===== src/rtl/omni_ik_pkg.sv =====
// Shared types and constants for the omni base inverse kinematics block.
`timescale 1ns / 1ps

package omni_ik_pkg;

  // Default resolution of the quarter-wave sine table (address bits)
  localparam int unsigned SINE_TABLE_BITS = 10;

  // Field widths
  localparam int unsigned VelW    = 16;
  localparam int unsigned AngleW  = 16;
  localparam int unsigned RadiusW = 16;
  localparam int unsigned WheelW  = 20;
  localparam int unsigned CfgIdxW = 4;
  localparam int unsigned CfgW    = 16;

  // Binary angle offsets: quarter turn and eighth turn
  localparam logic [AngleW-1:0] QuarterTurn = 16'd16384;
  localparam logic [AngleW-1:0] EighthTurn  = 16'd8192;

  // Register reset values
  localparam logic               FrameModeRst   = 1'b0;
  localparam logic [RadiusW-1:0] WheelRadiusRst = 16'd256;

  // Configuration register indexes
  localparam logic [CfgIdxW-1:0] CFG_FRAME_MODE   = 4'd0;
  localparam logic [CfgIdxW-1:0] CFG_WHEEL_RADIUS = 4'd1;

  // Depth of the command queue between front and back
  localparam int unsigned QueueDepth = 2;

  // One velocity request as it travels from front to back
  typedef struct packed {
    logic signed [VelW-1:0] vel_x;
    logic signed [VelW-1:0] vel_y;
    logic signed [VelW-1:0] turn_rate;
    logic [AngleW-1:0]      phi;
  } cmd_t;

  // Queue status seen by front and back
  typedef struct packed {
    logic full;
    logic empty;
  } q_status_t;

endpackage


===== src/rtl/omni_ik_queue.sv =====
// Short request queue that decouples the front end from the back end.
`timescale 1ns / 1ps

module omni_ik_queue
  import omni_ik_pkg::*;
(
  input  logic      clk_i,
  input  logic      rst_ni,
  input  logic      push_i,
  input  cmd_t      push_data_i,
  input  logic      pop_i,
  output cmd_t      pop_data_o,
  output q_status_t status_o
);

  localparam int unsigned PtrW = (QueueDepth > 1) ? $clog2(QueueDepth) : 1;
  localparam int unsigned CntW = $clog2(QueueDepth + 1);

  cmd_t            slots_q [QueueDepth];
  logic [PtrW-1:0] wr_ptr_q, wr_ptr_d;
  logic [PtrW-1:0] rd_ptr_q, rd_ptr_d;
  logic [CntW-1:0] count_q, count_d;
  logic            do_push, do_pop;

  assign status_o.full  = (count_q == CntW'(QueueDepth));
  assign status_o.empty = (count_q == '0);

  assign do_push = push_i && !status_o.full;
  assign do_pop  = pop_i && !status_o.empty;

  // Advance pointers with wraparound at the queue depth
  always_comb begin
    wr_ptr_d = wr_ptr_q;
    rd_ptr_d = rd_ptr_q;
    count_d  = count_q;
    if (do_push) begin
      wr_ptr_d = (wr_ptr_q == PtrW'(QueueDepth - 1)) ? '0 : wr_ptr_q + 1'b1;
    end
    if (do_pop) begin
      rd_ptr_d = (rd_ptr_q == PtrW'(QueueDepth - 1)) ? '0 : rd_ptr_q + 1'b1;
    end
    if (do_push && !do_pop) begin
      count_d = count_q + 1'b1;
    end else if (do_pop && !do_push) begin
      count_d = count_q - 1'b1;
    end
  end

  always_ff @(posedge clk_i or negedge rst_ni) begin
    if (!rst_ni) begin
      wr_ptr_q <= '0;
      rd_ptr_q <= '0;
      count_q  <= '0;
    end else begin
      wr_ptr_q <= wr_ptr_d;
      rd_ptr_q <= rd_ptr_d;
      count_q  <= count_d;
    end
  end

  // Store the incoming request
  always_ff @(posedge clk_i) begin
    if (do_push) begin
      slots_q[wr_ptr_q] <= push_data_i;
    end
  end

  assign pop_data_o = slots_q[rd_ptr_q];

endmodule


===== config.mk =====
export PLATFORM = sky130hd
export DESIGN_NAME = omni_ik_queue
export DESIGN_NICKNAME = d
export VERILOG_FILES = /design/src/rtl/omni_ik_pkg.sv /design/src/rtl/omni_ik_queue.sv
export SDC_FILE = /design/constraint.sdc
export NUM_CORES = 1
export LEC_CHECK = 0
export ABC_AREA = 0
export BUFFER_PORTS_ARGS = -buffer_cell sky130_fd_sc_hd__buf_2
export CAP_MARGIN = 20
export CORE_ASPECT_RATIO = 1.75
export CORE_MARGIN = 3
export CORE_UTILIZATION = 55
export CTS_CLUSTER_DIAMETER = 100
export DETAILED_ROUTE_END_ITERATION = 10
export PLACE_DENSITY_LB_ADDON = 0.2
export SLEW_MARGIN = 0
export SYNTH_ARGS = -nofsm -noshare
export SYNTH_HDL_FRONTEND = slang
export SYNTH_SLANG_ARGS = --single-unit

===== constraint.sdc =====
create_clock -name clk_i -period 6 [get_ports clk_i]
set_clock_uncertainty 0.2 [all_clocks]
set_input_delay 0.3 -clock clk_i [delete_from_list [all_inputs] [get_ports clk_i]]
set_output_delay 0.3 -clock clk_i [all_outputs]
set_load 0.005 [all_outputs]

# After elaboration in Yosys (flattened, before gate mapping)
# Memories as Yosys holds them, arrays and structs flattened.
# Cells that the tools add are included.
# op_classes
n_addsub,4
n_mul,0
n_div,0
order_cmp,0
n_eq_ne,1
shift,0
mux,6
bitwise,0
reduce_logical,10
# op_table
op,count
1-bit logical AND,4
1-bit zero test,4
1-bit 2-to-1 mux,4
2-bit 2-to-1 mux,2
"1-bit adder, second input constant",2
"2-bit by 1-bit adder with 2-bit output, second input constant",1
"2-bit == test, second input constant",1
2-bit zero test,1
2-bit nonzero test,1
"2-bit by 1-bit subtractor with 2-bit output, second input constant",1
# totals
regBits,4
latch_bits,0
mem_bits_rw,128
mem_bits_ro,0
inputBits,68
output_inout_bits,66
word_cells,25
n_memories,1
# mem_list
name,words,width,read_ports,rd_clocked_by_memory_dff,wr,line_no,rtl
slots_q,2,64,1,0,1,omni_ik_queue.sv:19,cmd_t slots_q [QueueDepth];

# Depth between registers and ports, before layout
# logic_depth
ltp_word,7
mapped_depth,7
ltp_nobuf,7

# Worst setup path after synthesis
# OpenSTA, ideal clock, no wires.
# synth_timing
path_type,register to register
from,register count_q[0]
to,memory slots_q[0][0] (netlist name) (enable)
setup_ns,0.486
arrival_time_ns,3.320
required_ns,5.314
slack_ns,1.994
stages_incl_launch_ff,4
n_path_buf,0
period_less_slack_ns,4.006
path_cell_list,dfrtp_1 > nand2b_1 > nand2_1 > nor2_1
# synth_between
elab_chain_len,5
# synth_lines
item,line_no,rtl
"start, declared",omni_ik_queue.sv:22,"logic [CntW-1:0] count_q, count_d;"
"start signal, assigned",omni_ik_queue.sv:57,count_q <= count_d;
2-bit == test,omni_ik_queue.sv:25,assign status_o.full = (count_q == CntW'(QueueDepth));
1-bit zero test,omni_ik_queue.sv:28,assign do_push = push_i && !status_o.full;
1-bit logical AND,omni_ik_queue.sv:28,
1-bit 2-to-1 mux,omni_ik_queue.sv:63,if (do_push) begin
1-bit 2-to-1 mux (implied by the code),omni_ik_queue.sv:64,slots_q[wr_ptr_q] <= push_data_i;
"end, declared",omni_ik_queue.sv:19,
# Every way passes these cells.

==> results.ini <==
[outcome]
outcome = complete, no violations

[critical_path]
r2r_start = count_q[0]
cp_max_fo = 46
cp-startpoint = rd_ptr_q
path_buf_inv = 2
start_kind = register
cp_slowest_stage_delay_ps = 650
reg2reg_slack_ps = 3830
crit_type = reg -> out
reg2reg_to = slots_q[1][5]
critPathArrivalTime_ps = 1940
cp.required_ps = 5500
crit_path_top_delay_cell = dfrtp_4
endpoint_kind = output port
path_delay_family = flip-flops
reg2reg_depth = 3
path_cells = buf_16, mux2_2, buf_2

[logic_synthesis]
syn_avg_cell_area_um2 = 23.03
synth_top_family_by_area = multiplexers
async_reset_ff_share_pct = 3.030
synth_top_cell_by_area = edfxtp_1
synth_nets = 287
netlist_top_cells_count = edfxtp_1 (128), mux2_4 (50), mux2_2 (14), buf_6 (6), dfrtp_1 (4)
synth_top_area_share_pct = 76.55
synth-xor-area-share_pct = 0.8722
syn_inst = 218
yosys.area_share.simple_pct = 0.5482
muxShareOfSynthArea_pct = 18.09
synth_compound_area_share_pct = 0.09968
yosysSeqAreaShare_pct = 78.54
synth.distinct_cells = 15
syn_area_mm2 = 0.005021
synth_area_leaders = edfxtp_1 (77%), mux2_4 (15%), mux2_2 (3.1%), dfrtp_1 (2.0%), buf_6 (1.3%)
synth_ff_type = edfxtp_1
synth_edf_count = 128
ys_seq_elements = 132
yosys.cell_count.top_type = edfxtp_1
yosys.area_share.adder_pct = 0.2492
yosys_warnings = 0

[routing]
wl_met3_um = 448
drt-met1-wl_um = 3346
top_layer = met4
dr_total_vias = 2710
route.detailed.drc = 0
viasPerCell = 4.831
wl_per_cell_um = 16.02
totalWireLength_um = 8988
dr.pass1.iters = 4
ant_nets = 0
drtIter0Drc = 148
met2_length_um = 5021

[cts]
clockBufferDepth = 2
clk_latency_ps = 400
cts_resized = 0
cts_buffers = 17
h-tree-depth = 4
cts_sinks = 132
cts_root_buf = clkbuf_16
cts_tree = yes
clk_pin_slew_ps = 50

[power_and_ir_drop]
power_density_mw_per_mm2 = 458.4
p_leak_uw = 0.002847
peakVddDrop_mv = 0.4952
power_uw = 3224

[global_route]
grt-ovfl-total = 0
grt_max_degree = 66
antenna_found_initial = 0
grt_use_total_pct = 19.10
grt_pass1_vias = 2981
grt_first_pass_wirelength_um = 14700

[sta]
tightest_slew_ps = 872.4
setup_viol = 0
tns_ps = 0
hold_violations = 0
fmax_ghz = 0.4103
maxSlewHeadroom_pct = 41.84
final.min_clock_period_ps = 2437
period_share_pct = 40.62
rsz0062_at_grt = no
slew_violations = 0

[cells_and_area]
drive_above_1_share_pct = 52.70
area_delta_synth_final_pct = 40.07
diodes = 0
nets = 500

[die]
start_util_pct = 57.17
coreArea_mm2 = 0.008783
die_y_um = 132.4
pin_count = 134
die-area_mm2 = 0.01036
die_w_um = 78.23
num_rows = 45

[hold_path]
hp-class = in -> async

[run]
maxCapViolCount = 0

[placed_design]
dp_hpwl_um = 5204
place_congestion = 0.7483
io_buffers = 133

[routing by layer]
layer	vias up	GRT usage, %
li1	1289	-
met1	1318	20.79
met2	89	32.87
met3	14	6.361
met4	0	9.436
met5	-	0
[placed cells by master (no fill, tap or decap), types with 2 or more instances in the layout]
master         count
dlygate4sd3_1     65
mux2_4            50
clkbuf_16         17
inv_1              2
clkinv_4           2
dfrtp_1            3
edfxtp_1         128
mux2_2            14
xnor2_1            3
nor2_1             2
xor2_1             2
buf_4              2
clkinv_2           6
bufinv_16          2
buf_2            133
clkinvlp_4         4
[sequential cells by signal, indices dropped and copies added (netlist names)]
signal	count
wr_ptr_q	1
count_q	2
slots_q	128
rd_ptr_q	1
[metrics by stage]
stage                     util, %  setup WS [ps]  hold WS (ps)  instances  instance area, µm²
after global placement      65.90           3749        -90.03        463                5788
after floorplan                 -           1994        -195.6        218                5021
after global routing        80.07           3494         10.05        561                7033
after CTS                   79.76           3283         5.249        560                7005
after detailed placement    65.90           3734        -91.18        463                5788
final                       80.07           3563         31.33        561                7033
[layout make-up]
class | count | area [µm²]
clock buffer | 17 | 425.4
clock inverter | 15 | 141.4
fill | 478 | 1750
inverter | 2 | 7.507
multi-input combinational | 77 | 1006
sequential | 132 | 3948
tap | 117 | 146.4
timing repair buffer | 201 | 1359
[cells by family after synthesis]
group,count (synthesis)
compound gates,1
xor+xnor,5
fa+ha+maj,1
buf+inv,9
flops,132
mux,64
simple gates,6
[report_power, final]
group	internal [µW]	leakage [µW]	switching [µW]
combinational	513	0.00134	390
clock	604	0.000272	357
sequential	1270	0.00123	92.2
total	2390	0.00285	839
[timing repair]
action | in CTS | in global routing
setup buffers | 0 | 0
hold buffers | 65 | 0
endpoints found under the hold margin | 132 | 0
[how the worst max path moves through the flow]
stage	to	slack (ps)	cells past startpoint
5_1_grt	pop_data_o[48]	3490	3
6_report	pop_data_o[48]	3560	3
2_1_floorplan	slots_q[0][0]	1990	3
3_5_place_dp	pop_data_o[48]	3730	2
4_1_cts	pop_data_o[48]	3280	2
3_3_place_gp	pop_data_o[39]	3750	2
No activity file was read; power rests on OpenSTA's default activity.
