File: src/rtl/omni_ik_pkg.sv
// Shared types and constants for the omni base inverse kinematics block.
`timescale 1ns / 1ps

package omni_ik_pkg;

  // Default resolution of the quarter-wave sine table (address bits)
  localparam int unsigned SINE_TABLE_BITS = 10;

  // Field widths
  localparam int unsigned VelW    = 16;
  localparam int unsigned AngleW  = 16;
  localparam int unsigned RadiusW = 16;
  localparam int unsigned WheelW  = 20;
  localparam int unsigned CfgIdxW = 4;
  localparam int unsigned CfgW    = 16;

  // Binary angle offsets: quarter turn and eighth turn
  localparam logic [AngleW-1:0] QuarterTurn = 16'd16384;
  localparam logic [AngleW-1:0] EighthTurn  = 16'd8192;

  // Register reset values
  localparam logic               FrameModeRst   = 1'b0;
  localparam logic [RadiusW-1:0] WheelRadiusRst = 16'd256;

  // Configuration register indexes
  localparam logic [CfgIdxW-1:0] CFG_FRAME_MODE   = 4'd0;
  localparam logic [CfgIdxW-1:0] CFG_WHEEL_RADIUS = 4'd1;

  // Depth of the command queue between front and back
  localparam int unsigned QueueDepth = 2;

  // One velocity request as it travels from front to back
  typedef struct packed {
    logic signed [VelW-1:0] vel_x;
    logic signed [VelW-1:0] vel_y;
    logic signed [VelW-1:0] turn_rate;
    logic [AngleW-1:0]      phi;
  } cmd_t;

  // Queue status seen by front and back
  typedef struct packed {
    logic full;
    logic empty;
  } q_status_t;

endpackage

File: src/rtl/omni_ik_front.sv
// Front end: configuration registers, request intake and angle preparation.
`timescale 1ns / 1ps

module omni_ik_front
  import omni_ik_pkg::*;
(
  input  logic                clk_i,
  input  logic                rst_ni,
  input  logic                start_i,
  output logic                busy_o,
  input  logic signed [VelW-1:0] vel_x_i,
  input  logic signed [VelW-1:0] vel_y_i,
  input  logic signed [VelW-1:0] turn_rate_i,
  input  logic [AngleW-1:0]   heading_i,
  input  logic                cfg_valid_i,
  output logic                cfg_ready_o,
  input  logic [CfgIdxW-1:0]  cfg_index_i,
  input  logic [CfgW-1:0]     cfg_data_i,
  input  q_status_t           q_status_i,
  output logic                push_o,
  output cmd_t                cmd_o,
  output logic [RadiusW-1:0]  wheel_radius_o
);

  logic               frame_mode_q, frame_mode_d;
  logic [RadiusW-1:0] wheel_radius_q, wheel_radius_d;
  logic [AngleW-1:0]  rot_angle;

  // Always take configuration writes
  assign cfg_ready_o = 1'b1;

  // Decode register writes; drop unknown indexes
  always_comb begin
    frame_mode_d   = frame_mode_q;
    wheel_radius_d = wheel_radius_q;
    if (cfg_valid_i) begin
      unique case (cfg_index_i)
        CFG_FRAME_MODE:   frame_mode_d   = cfg_data_i[0];
        CFG_WHEEL_RADIUS: wheel_radius_d = cfg_data_i[RadiusW-1:0];
        default: ;
      endcase
    end
  end

  always_ff @(posedge clk_i or negedge rst_ni) begin
    if (!rst_ni) begin
      frame_mode_q   <= FrameModeRst;
      wheel_radius_q <= WheelRadiusRst;
    end else begin
      frame_mode_q   <= frame_mode_d;
      wheel_radius_q <= wheel_radius_d;
    end
  end

  assign wheel_radius_o = wheel_radius_q;

  // Hold off requests only when the queue has no room
  assign busy_o = q_status_i.full;
  assign push_o = start_i && !q_status_i.full;

  // Rotation angle: heading plus a quarter turn in field frame, zero in robot frame
  assign rot_angle = frame_mode_q ? '0 : heading_i + QuarterTurn;

  // Fold the eighth-turn offset in here so the back end reads the table directly
  always_comb begin
    cmd_o.vel_x     = vel_x_i;
    cmd_o.vel_y     = vel_y_i;
    cmd_o.turn_rate = turn_rate_i;
    cmd_o.phi       = rot_angle + EighthTurn;
  end

endmodule

File: config.mk
export PLATFORM = sky130hd
export DESIGN_NAME = omni_ik_front
export DESIGN_NICKNAME = d
export VERILOG_FILES = /design/src/rtl/omni_ik_pkg.sv /design/src/rtl/omni_ik_front.sv
export SDC_FILE = /design/constraint.sdc
export NUM_CORES = 1
export LEC_CHECK = 0
export BUFFER_PORTS_ARGS = -buffer_cell sky130_fd_sc_hd__buf_2
export CAP_MARGIN = 0
export CORE_AREA = 2 2 67 69
export CTS_CLUSTER_SIZE = 25
export DETAILED_ROUTE_END_ITERATION = 12
export DIE_AREA = 0 0 69 71
export PLACE_DENSITY = 0.8
export SLEW_MARGIN = 5
export SYNTH_ARGS = -nofsm -noshare
export SYNTH_HDL_FRONTEND = slang
export SYNTH_SLANG_ARGS = --single-unit
File: constraint.sdc
create_clock -name clk_i -period 1.6 [get_ports clk_i]
set_input_delay 0.08 -clock clk_i [delete_from_list [all_inputs] [get_ports clk_i]]
set_output_delay 0.08 -clock clk_i [all_outputs]
set_load 0.01 [all_outputs]
Word-level counts from Yosys, hierarchy flattened
Cells that the tools add are included.
{"block": "word_totals", "reg_bits": 17, "latch_bits": 0, "ramBits": 0, "romBits": 0, "output_inout_bits": 83, "wordCells": 11, "n_memories": 0}
{"block": "classes", "add_sub_neg": 2, "mul": 0, "n_div": 0, "magnitude_cmp": 0, "eq_ne": 1, "shifts": 0, "n_mux": 1, "bitwise_logic": 0, "reduce_logical": 5}
{"cell": "$add 16x14->16 const B", "count": 1}
{"cell": "$add 16x15->16 const B", "count": 1}
{"cell": "$mux 16", "count": 1}
{"cell": "$eq 4x1->1 const B", "count": 1}
{"cell": "$logic_not 4->1", "count": 1}
{"cell": "$reduce_and 2->1", "count": 2}
{"cell": "$logic_and 1x1->1", "count": 1}
{"cell": "$logic_not 1->1", "count": 1}

Logic depth before layout (Yosys ltp)
Gate-level depths: netlist of the first run.
{"block": "depth", "depth_word": 3, "ltp_mapped": 4, "ltp_nobuf": 3}

Least setup slack after synthesis of the first run
OpenSTA, ideal clock, no wires.
{"block": "synth_timing", "path_type": "register to output", "start": "register frame_mode_q", "end": "output cmd_o[15] in the netlist's numbering", "arrival_ns": 1.201, "required_ns": 1.520, "path_slack_ns": 0.319, "stages_incl_launch_ff": 5, "n_path_buf": 1, "path_cell_list": "dfrtp_1 -> clkbuf_1 -> nor2_1 -> ha_1 -> xor2_1"}
{"element": "start, declared", "line": "omni_ik_front.sv:25", "source": "logic frame_mode_q, frame_mode_d;"}
{"element": "start signal, assigned", "line": "omni_ik_front.sv:47", "source": "frame_mode_q <= FrameModeRst;"}
{"element": "start signal, assigned", "line": "omni_ik_front.sv:50", "source": "frame_mode_q <= frame_mode_d;"}
{"element": "end, declared", "line": "omni_ik_front.sv:21", "source": "output cmd_t cmd_o,"}

==> metrics, run 1 <==
status=finished clean; DRT antenna net count=0; Setup CP Type=reg -> out; crit end category=primary output; met3 Use GR=5.84%; total grt overflow=0; Hold Path Stages=2; WP data required=1.52 ns; CTS Sinks=17; cells after synthesis=111; Synth area leader=dfrtp_1; via count of the first global-routing pass=762; CTS root buf=clkbuf_8; Final Hold Viols=0; Fin Setup TNS=0 ns; GRT Overall Usage=10.4%; pre-CTS setup slack=0.336 ns; first-pass GRT wire length=3.95 mm; Peak VDD IR=0.544 mV; Die Span Y=71 um; initial antenna violation count=0; synth warn=0; Synth Register Bits=17; P&R area growth vs syn=8.88%; largest cells by area after synthesis=dfrtp_1 33%, buf_4 31%, mux2_4 12%; largest net degree at the start of global routing=18; Netlist Area Pre-Place=1230 um^2; Reg clk slew, reported paths=0.06 ns; most frequent cells in the layout=74 x buf_2, 15 x nor2b_1, 15 x dfrtp_1; pwr dens=1070 nW/um^2; Avg WL per Cell=14.4 um; Setup Fix Bufs, Post-CTS=0; reg2reg path depth=2; DP HPWL=2.27 mm; initial DRC count=2; row cnt=24; die area=4900 um^2; Pleak=0.752 nW; ratio of final minimum period to clock period=89.2%; CP max FO=10; total CTS buffers=3; # fillers=438; Worst Setup Slack, final=0.173 ns; sequential share of the synthesized area=34.8%; H-tree depth=1; number of diodes=0; most common library cell in the layout ignoring fill and taps=buf_2; minimum clock period=1.43 ns; met1 usage=9.81%; placed cell count=186; # IOs=173; Arr. time, crit path=1.35 ns; reg2reg start=frame_mode_q$_DFFE_PN0P_; Startpoint Class=register; M2 GR Usage=18.1%; global route hottest layer=met2; Synth top area share=32.7%; IO buf count=74; final slew viol count=0; Starting Density=29.2%; Min-Delay Endpoint=wheel_radius_o[3]$_DFFE_PN0P_; CTS max path bufs=2; Die Wd=69 um; Non-Filler Instances=191; core area=4200 um^2; via count=804; final wirelength=2.74 mm; RSZ-0062 raised after global routing=false; GPL Wtd Cong=0.640; Yosys cell types=17; DRT Pass-1 Iters=3; hold_sp=cfg_data_i[3]; Worst Hold Class=in -> reg; fraction of layout cells with a size suffix above 1=71.2%; post-layout net count=231; Worst-Skew Late Latency=0.25 ns; syn_nets=202; Max-Cap Viols=0; skew final=0 ns; Mean Syn Cell Area=11.0 um^2; DRC=0; Max Freq=701 MHz; reg-to-reg endpoint=frame_mode_q$_DFFE_PN0P_; final setup fails=0; CTS tree=done; R2R setup slack=0.57 ns; drt via density=4.21
-- per-layer routing --
layer	vias to the layer above	wire length (um)
met5	-	0
met4	0	62
met3	7	381
met2	90	1410
met1	351	889
li1	356	-
-- critical path, cell delays in order (launching register included) --
cell and delay, ns:
dfrtp_2 0.47, nor2b_1 0.17, ha_1 0.18, xor2_1 0.13
buf_2 0.15
-- Yosys cell counts, drive strengths merged --
library cell / instances
buf: 51
clkbuf: 1
conb: 1
dfrtp: 16
dfstp: 1
ha: 1
inv: 1
mux2: 17
nand2: 1
nand2b: 1
nor2: 2
nor2b: 15
nor4b: 1
xnor2: 1
xor2: 1
-- power breakdown --
group / internal (mW) / total (mW) / switching [mW]
Combinational: 0.283 / 0.506 / 0.223
Clock: 0.177 / 0.318 / 0.141
Sequential: 0.535 / 0.599 / 0.0631
-- sequential cells by signal, summed over array words and instances (netlist names) --
name and flops:
wheel_radius_o 16, frame_mode_q 1
-- worst max path at each step --
| stage | startpoint | to | slack, ns | cells after the start |
|---|---|---|---|---|
| 2_1_floorplan | frame_mode_q$_DFFE_PN0P_ | cmd_o[15] | 0.32 | 4 |
| 3_3_place_gp | cfg_index_i[1] | wheel_radius_o[7]$_DFFE_PN0P_ | 0.37 | 4 |
| 3_5_place_dp | cfg_index_i[1] | wheel_radius_o[7]$_DFFE_PN0P_ | 0.34 | 4 |
| 4_1_cts | frame_mode_q$_DFFE_PN0P_ | cmd_o[15] | 0.1 | 4 |
| 5_1_grt | frame_mode_q$_DFFE_PN0P_ | cmd_o[15] | 0.04 | 4 |
| 6_report | frame_mode_q$_DFFE_PN0P_ | cmd_o[15] | 0.17 | 4 |
-- repair_timing --
item / CTS / global route
hold endpoints to repair: 16 / 0
endpoints found under the setup margin: 0 / 1
hold buffers: 1 / 0
gates resized for setup: 0 / 1
-- through the flow --
step	power (mW)	utilization (%)	cell area (um^2)	hold slack, ns
floorplan	1.00	-	1230	-0.216
global placement	1.10	30.4	1280	0.0277
detailed placement	1.12	30.4	1280	0.0252
CTS	1.45	31.7	1330	0.0499
global route	1.52	31.8	1340	0.0488
finish	1.42	31.8	1340	0.0562
-- area by class of cell --
type | count | area, um^2 | area share, %
tap | 52 | 65.1 | 4.87
sequential | 17 | 428 | 32.1
clock buffer | 4 | 45.0 | 3.37
inverter | 1 | 3.75 | 0.281
multi-input combinational | 41 | 405 | 30.4
timing repair buffer | 76 | 388 | 29.1
-- cell families after synthesis --
logic type | after synthesis | synth area share, %
muxes | 17 | 18.7
adders and majority gates | 1 | 1.02
other | 1 | 0.306
DFF | 17 | 34.8
buffers and inverters | 53 | 32.1
xor gates and xnor gates | 2 | 1.43
and+or+nand+nor | 20 | 11.6
No activity file was read; power rests on OpenSTA's default activity.
==> inputs of run 2 (changes only) <==
--- a/config.mk
+++ b/config.mk
@@ -11,6 +11,7 @@
 export CTS_CLUSTER_SIZE = 25
 export DETAILED_ROUTE_END_ITERATION = 12
 export DIE_AREA = 0 0 69 71
+export GPL_TIMING_DRIVEN = 0
 export PLACE_DENSITY = 0.8
 export SLEW_MARGIN = 5
 export SYNTH_ARGS = -nofsm -noshare
==> run 2 against run 1 <==
Die area did not move. Total power rose by 14%. Combinational power grew 43%. Worst hold slack better by 0.0022 ns. Critical endpoint unchanged.
==> metrics, run 2 (same netlist as run 1, synthesis figures left out) <==
CP peak stage delay=0.40 ns (-0.07 ns); Starting Density=29.2% (unchanged); delay-heaviest family, CP=flip-flops; Combinational Power Share=44.7% (+9.1 points); total grt overflow=0 (unchanged); skew final=0 ns (unchanged); placed cell count=285 (+53%); P_int=1.12 mW (+13%); Sw Pwr=0.498 mW (+17%); Worst-Skew Late Latency=0.24 ns (about the same); Pleak=1.20 nW (+59%); initial DRC count=9 (+7); number of flip-flops in the largest register=16 (unchanged); Reg clk slew, reported paths=0.07 ns (about the same); CTS root buf=clkbuf_8; DRC=0 (unchanged); # IOs=173 (unchanged); Final Hold Viols=0 (unchanged); Max-Cap Viols=0 (unchanged); Sw Ratio=30.7% (+0.69 points); most frequent cells in the layout=122 x buf_2, 52 x buf_4, 15 x nor2b_1, 15 x dfrtp_1, 10 x mux2_4; Die Wd=69 um (unchanged); WP data required=1.52 ns (about the same); Non-Filler Instances=292 (+53%); Critical path buffers and inverters=2 (+1); fraction of layout cells with a size suffix above 1=83.8% (+13 points); die area=4900 um^2 (unchanged); final setup fails=0 (unchanged); first-pass GRT wire length=4.86 mm (+23%); Worst Hold Class=in -> reg; H-tree depth=1 (unchanged); CP max FO=3 (-7); utilization after layout=47.1% (+15 points); WHS=0.0584 ns (+0.00216 ns); initial antenna violation count=0 (unchanged); GPL Wtd Cong=0.644 (+0.70%); core area=4200 um^2 (unchanged); minimum clock period=1.48 ns (+0.0495 ns); CTS tree=done; DRT Pass-1 Iters=3 (unchanged); number of diodes=0 (unchanged); crit end category=primary output; via count of the first global-routing pass=1,075 (+41%); total CTS buffers=3 (unchanged); GRT Overall Usage=12.1% (+1.7 points); Startpoint Class=register; Flop pwr share=36.0% (-6.1 points); Overall Power=1.62 mW (+14%); Setup CP Type=reg -> out; CTS max path bufs=2 (unchanged); RSZ-0062 raised after global routing=false; largest net degree at the start of global routing=18 (unchanged); via count=1,138 (+42%); final slew viol count=0 (unchanged); CTS Sinks=17 (unchanged); pwr dens=819 nW/um^2 (-23%); ratio of final minimum period to clock period=92.3% (+3.1 points); DRT antenna net count=0 (unchanged); DP HPWL=2.85 mm (+26%); row cnt=24 (unchanged); # fillers=396 (-9.6%); drt via density=3.90 (-7.4%); IO buf count=122 (+65%); Clk pwr share=19.2% (-3.2 points); Fin Setup TNS=0 ns (unchanged); status=finished clean; P&R area growth vs syn=61.3%; final wirelength=3.26 mm (+19%); critical-path cell list=buf_4, nor2b_1, ha_1, xor2_1, buf_2; Die Span Y=71 um (unchanged); Crit-path slowest cell=dfrtp_2; Peak VDD IR=0.507 mV (-6.9%); Arr. time, crit path=1.40 ns (+0.05 ns); Max Freq=677 MHz (-3.3%); post-layout net count=332 (+44%); most common library cell in the layout ignoring fill and taps=buf_2; Avg WL per Cell=11.2 um (-22%)
[run 2: cell count changes in the layout (fill, tap and decap cells not counted), sizes merged]
cell / before / now
buf: 75 / 175
clkinv: 0 / 1
[run 2: what timing repair did]
item,CTS,global route
setup buffers,0,2
resized for setup,2,2
hold buffers,1,0
setup endpoints to repair,2,2
endpoints found under the hold margin,16,0
[run 2: cell type report]
class                   count  area [um^2]  share of cell area, %
multi-input cells          41          405                   20.5
plain buffers              52          394                   19.9
clock inverters             1         5.00                  0.253
flip-flops and latches     17          428                   21.6
clock buffers               3         41.3                   2.09
repair buffers            125          636                   32.1
inverters                   1         3.75                  0.190
well taps                  52         65.1                   3.29
[run 2: path summary, 6_finish.rpt]
| kind | startpoint | to | slack, ns | depth (start not counted) |
|---|---|---|---|---|
| max | frame_mode_q$_DFFE_PN0P_ | cmd_o[15] | 0.12 | 5 |
| min | cfg_data_i[6] | wheel_radius_o[6]$_DFFE_PN0P_ | 0.06 | 2 |
| max reg2reg | frame_mode_q$_DFFE_PN0P_ | frame_mode_q$_DFFE_PN0P_ | 0.64 | 2 |
| min reg2reg | wheel_radius_o[4]$_DFFE_PN0P_ | wheel_radius_o[4]$_DFFE_PN0P_ | 0.51 | 1 |
| max in group asynchronous | rst_ni | wheel_radius_o[8]$_DFFE_PN1P_ | 1.01 | 2 |
| min in group asynchronous | rst_ni | wheel_radius_o[11]$_DFFE_PN0P_ | 0.27 | 2 |
[run 2: layer usage]
layer	wire [um]	GRT usage (%)	vias to the layer above	share of wire (%)
li1	-	-	556	-
met1	1040	12.8	501	32
met2	1820	22.6	77	56
met3	357	3.85	4	11
met4	33	3.92	0	1.0
met5	0	0	-	0
[run 2: power groups by stage]
| stage | combinational (mW) | sequential (mW) | clock, mW |
|---|---|---|---|
| 6_report | 0.725 | 0.584 | 0.312 |
| 5_1_grt | 0.784 | 0.597 | 0.339 |
| 4_1_cts | 0.706 | 0.598 | 0.325 |
| 3_5_place_dp | 0.701 | 0.601 | 0 |
| 3_3_place_gp | 0.689 | 0.596 | 0 |
| 2_1_floorplan | 0.357 | 0.643 | 0 |
[run 2: through the flow]
stage / area (um^2) / worst slack, ns
global placement: 1900 / 0.102
floorplan: 1230 / 0.319
detailed placement: 1900 / 0.0554
finish: 1980 / 0.123
CTS: 1960 / 0.00718
global route: 1980 / 0.0377
==> inputs of run 3 (changes only) <==
--- a/config.mk
+++ b/config.mk
@@ -7,12 +7,12 @@
 export LEC_CHECK = 0
 export BUFFER_PORTS_ARGS = -buffer_cell sky130_fd_sc_hd__buf_2
 export CAP_MARGIN = 0
-export CORE_AREA = 2 2 67 69
+export CORE_AREA = 2 2 71 73
 export CTS_CLUSTER_SIZE = 25
 export DETAILED_ROUTE_END_ITERATION = 12
-export DIE_AREA = 0 0 69 71
+export DIE_AREA = 0 0 73 75
 export GPL_TIMING_DRIVEN = 0
-export PLACE_DENSITY = 0.8
+export PLACE_DENSITY = 0.75
 export SLEW_MARGIN = 5
 export SYNTH_ARGS = -nofsm -noshare
 export SYNTH_HDL_FRONTEND = slang
==> constraint.sdc (replaced) <==
create_clock -name clk_i -period 1.23 [get_ports clk_i]
set_input_delay 0.0615 -clock clk_i [delete_from_list [all_inputs] [get_ports clk_i]]
set_output_delay 0.0615 -clock clk_i [all_outputs]
set_load 0.01 [all_outputs]
==> run 3 against run 2 <==
The flow now finishes with violations (setup timing). Sequential power rose by 32%. Critical endpoint unchanged. First-iteration DRC count fell by 44%. Largest cell class unchanged. Routed wire length fell by 3.4%. Worst setup slack got worse by 0.23 ns. Combinational power rose by 36%. Clock power rose by 27%.
==> metrics, run 3 (same netlist as run 1, synthesis figures left out) <==
status=complete, but fails checks; failing checks=setup timing; die area=5480 um^2 (+12%); largest net degree at the start of global routing=18 (unchanged); Clk pwr share=18.4% (-0.8 points); Reg clk slew, reported paths=0.06 ns (about the same); initial antenna violation count=0 (unchanged); first-pass GRT wire length=3.92 mm (-19%); Flop pwr share=35.7% (-0.3 points); DP HPWL=2.76 mm (-3.3%); pwr dens=1070 nW/um^2 (+30%); ratio of final minimum period to clock period=109%; CTS max path bufs=2 (unchanged); crit end category=primary output; Avg WL per Cell=10.7 um (-4.1%); number of flip-flops in the largest register=16 (unchanged); R2R setup slack=0.17 ns (-0.47 ns); Max Freq=746 MHz; reg-to-reg endpoint=frame_mode_q$_DFFE_PN0P_; fraction of layout cells with a size suffix above 1=84.6% (+0.83 points); final setup fails=3 (+3); WHS=0.0445 ns (-0.0138 ns); final design area excluding fillers=2020 um^2 (+2.1%); GRT Overall Usage=9.07% (-3.0 points); final slew viol count=0 (unchanged); post-placement cell area=1910 um^2 (+0.20%); total CTS buffers=3 (unchanged); Combinational Power Share=45.9% (+1.2 points); # IOs=173 (unchanged); IO buf count=122 (unchanged); Worst Setup Slack, final=-0.111 ns (-0.234 ns); minimum clock period=1.34 ns; Peak VDD IR=0.705 mV (+39%); post-layout net count=332 (unchanged); reg2reg path depth=3 (+1); via count of the first global-routing pass=933 (-13%); P&R area growth vs syn=64.7%; H-tree depth=1 (unchanged); Pleak=1.20 nW (+0.33%); DRT Pass-1 Iters=2 (-1); CTS root buf=clkbuf_8; Worst-Skew Late Latency=0.24 ns (about the same); Max-Cap Viols=0 (unchanged); utilization after layout=43.3% (-3.7 points); area of the multi-input gates=428 um^2 (+5.6%); DRT antenna net count=0 (unchanged); Min-Delay Endpoint=wheel_radius_o[14]$_DFFE_PN0P_; Setup CP Type=reg -> out; most common library cell in the layout ignoring fill and taps=buf_2; reg2reg start=frame_mode_q$_DFFE_PN0P_; Sw Pwr=0.650 mW (+30%); core area=4660 um^2 (+11%); FF+latch area=428 um^2 (unchanged); Worst Hold Class=in -> reg; GPL Wtd Cong=0.661 (+2.6%); CP max FO=3 (unchanged); DRC=0 (unchanged); RSZ-0062 raised after global routing=true; hold_sp=cfg_data_i[14]; via count=1,128 (-0.88%); placed cell count=287 (+0.70%); WP data required=1.17 ns (-0.35 ns); Starting Density=26.3% (-2.9 points); Sw Ratio=30.2% (-0.53 points); number of diodes=0 (unchanged); P_int=1.50 mW (+34%); Startpoint Class=register; Die Span Y=75 um (+5.6%); final wirelength=3.15 mm (-3.4%); # fillers=463 (+17%); Die Wd=73 um (+5.8%); row cnt=25 (+4.2%); drt via density=3.84 (-1.6%); initial DRC count=5 (-4); Non-Filler Instances=294 (+0.68%); Arr. time, crit path=1.28 ns (-0.12 ns); Final Hold Viols=0 (unchanged); most frequent cells in the layout=121 x buf_2, 51 x buf_4, 15 x dfrtp_1; CTS Sinks=17 (unchanged); Hold Path Stages=2 (unchanged); CTS tree=done; total grt overflow=0 (unchanged); skew final=0 ns (unchanged)
[run 3: power by group through the flow]
stage	clock [mW]	combinational (mW)	sequential (mW)
after floorplan	0	0.467	0.836
after global placement	0	0.896	0.778
after detailed placement	0	0.913	0.780
after CTS	0.426	0.994	0.766
after global routing	0.468	1.07	0.786
final	0.397	0.987	0.768
[run 3: how the worst max path moves through the flow]
| stage | from | cells past startpoint | end |
|---|---|---|---|
| 2_1_floorplan | frame_mode_q$_DFFE_PN0P_ | 4 | cmd_o[15] |
| 3_3_place_gp | frame_mode_q$_DFFE_PN0P_ | 5 | cmd_o[15] |
| 3_5_place_dp | frame_mode_q$_DFFE_PN0P_ | 5 | cmd_o[15] |
| 4_1_cts | frame_mode_q$_DFFE_PN0P_ | 5 | cmd_o[15] |
| 5_1_grt | frame_mode_q$_DFFE_PN0P_ | 4 | cmd_o[15] |
| 6_report | frame_mode_q$_DFFE_PN0P_ | 5 | cmd_o[15] |
[run 3: area by class of cell]
cell class / instances / share of cell area (%)
plain buffers: 52 / 19.9
clock buffers: 4 / 2.23
multi-input cells: 41 / 21.2
flip-flops and latches: 17 / 21.2
well taps: 54 / 3.35
inverters: 1 / 0.186
repair buffers: 125 / 32.0
[run 3: metal layers]
metal	wire length, um	global-route usage (%)	part of all wire, %
met4	0	2.47	0
met1	994	8.58	32
met3	286	1.47	9.1
met2	1860	19.5	59
met5	0	0	0
[run 3: worst max-delay path, cell delays in order, from the launching register on]
cell,delay [ns]
dfrtp_2,0.43
buf_8,0.13
nor2_4,0.08
ha_4,0.13
xor2_1,0.12
buf_2,0.15
[run 3: through the flow]
stage	TNS, ns	worst slack [ns]	power [mW]
after floorplan	0	0.0640	1.30
after global placement	-0.462	-0.121	1.67
after detailed placement	-0.687	-0.153	1.69
after CTS	-0.564	-0.142	2.19
after global routing	-0.825	-0.193	2.32
final	-0.144	-0.111	2.15
[run 3: what timing repair did]
item | CTS | global route
gates resized for setup | 9 | 2
endpoints found under the setup margin | 10 | 10
buffers inserted | 2 | 0
pin swaps | 1 | 0
hold endpoints to repair | 16 | 0
hold buffers | 1 | 0
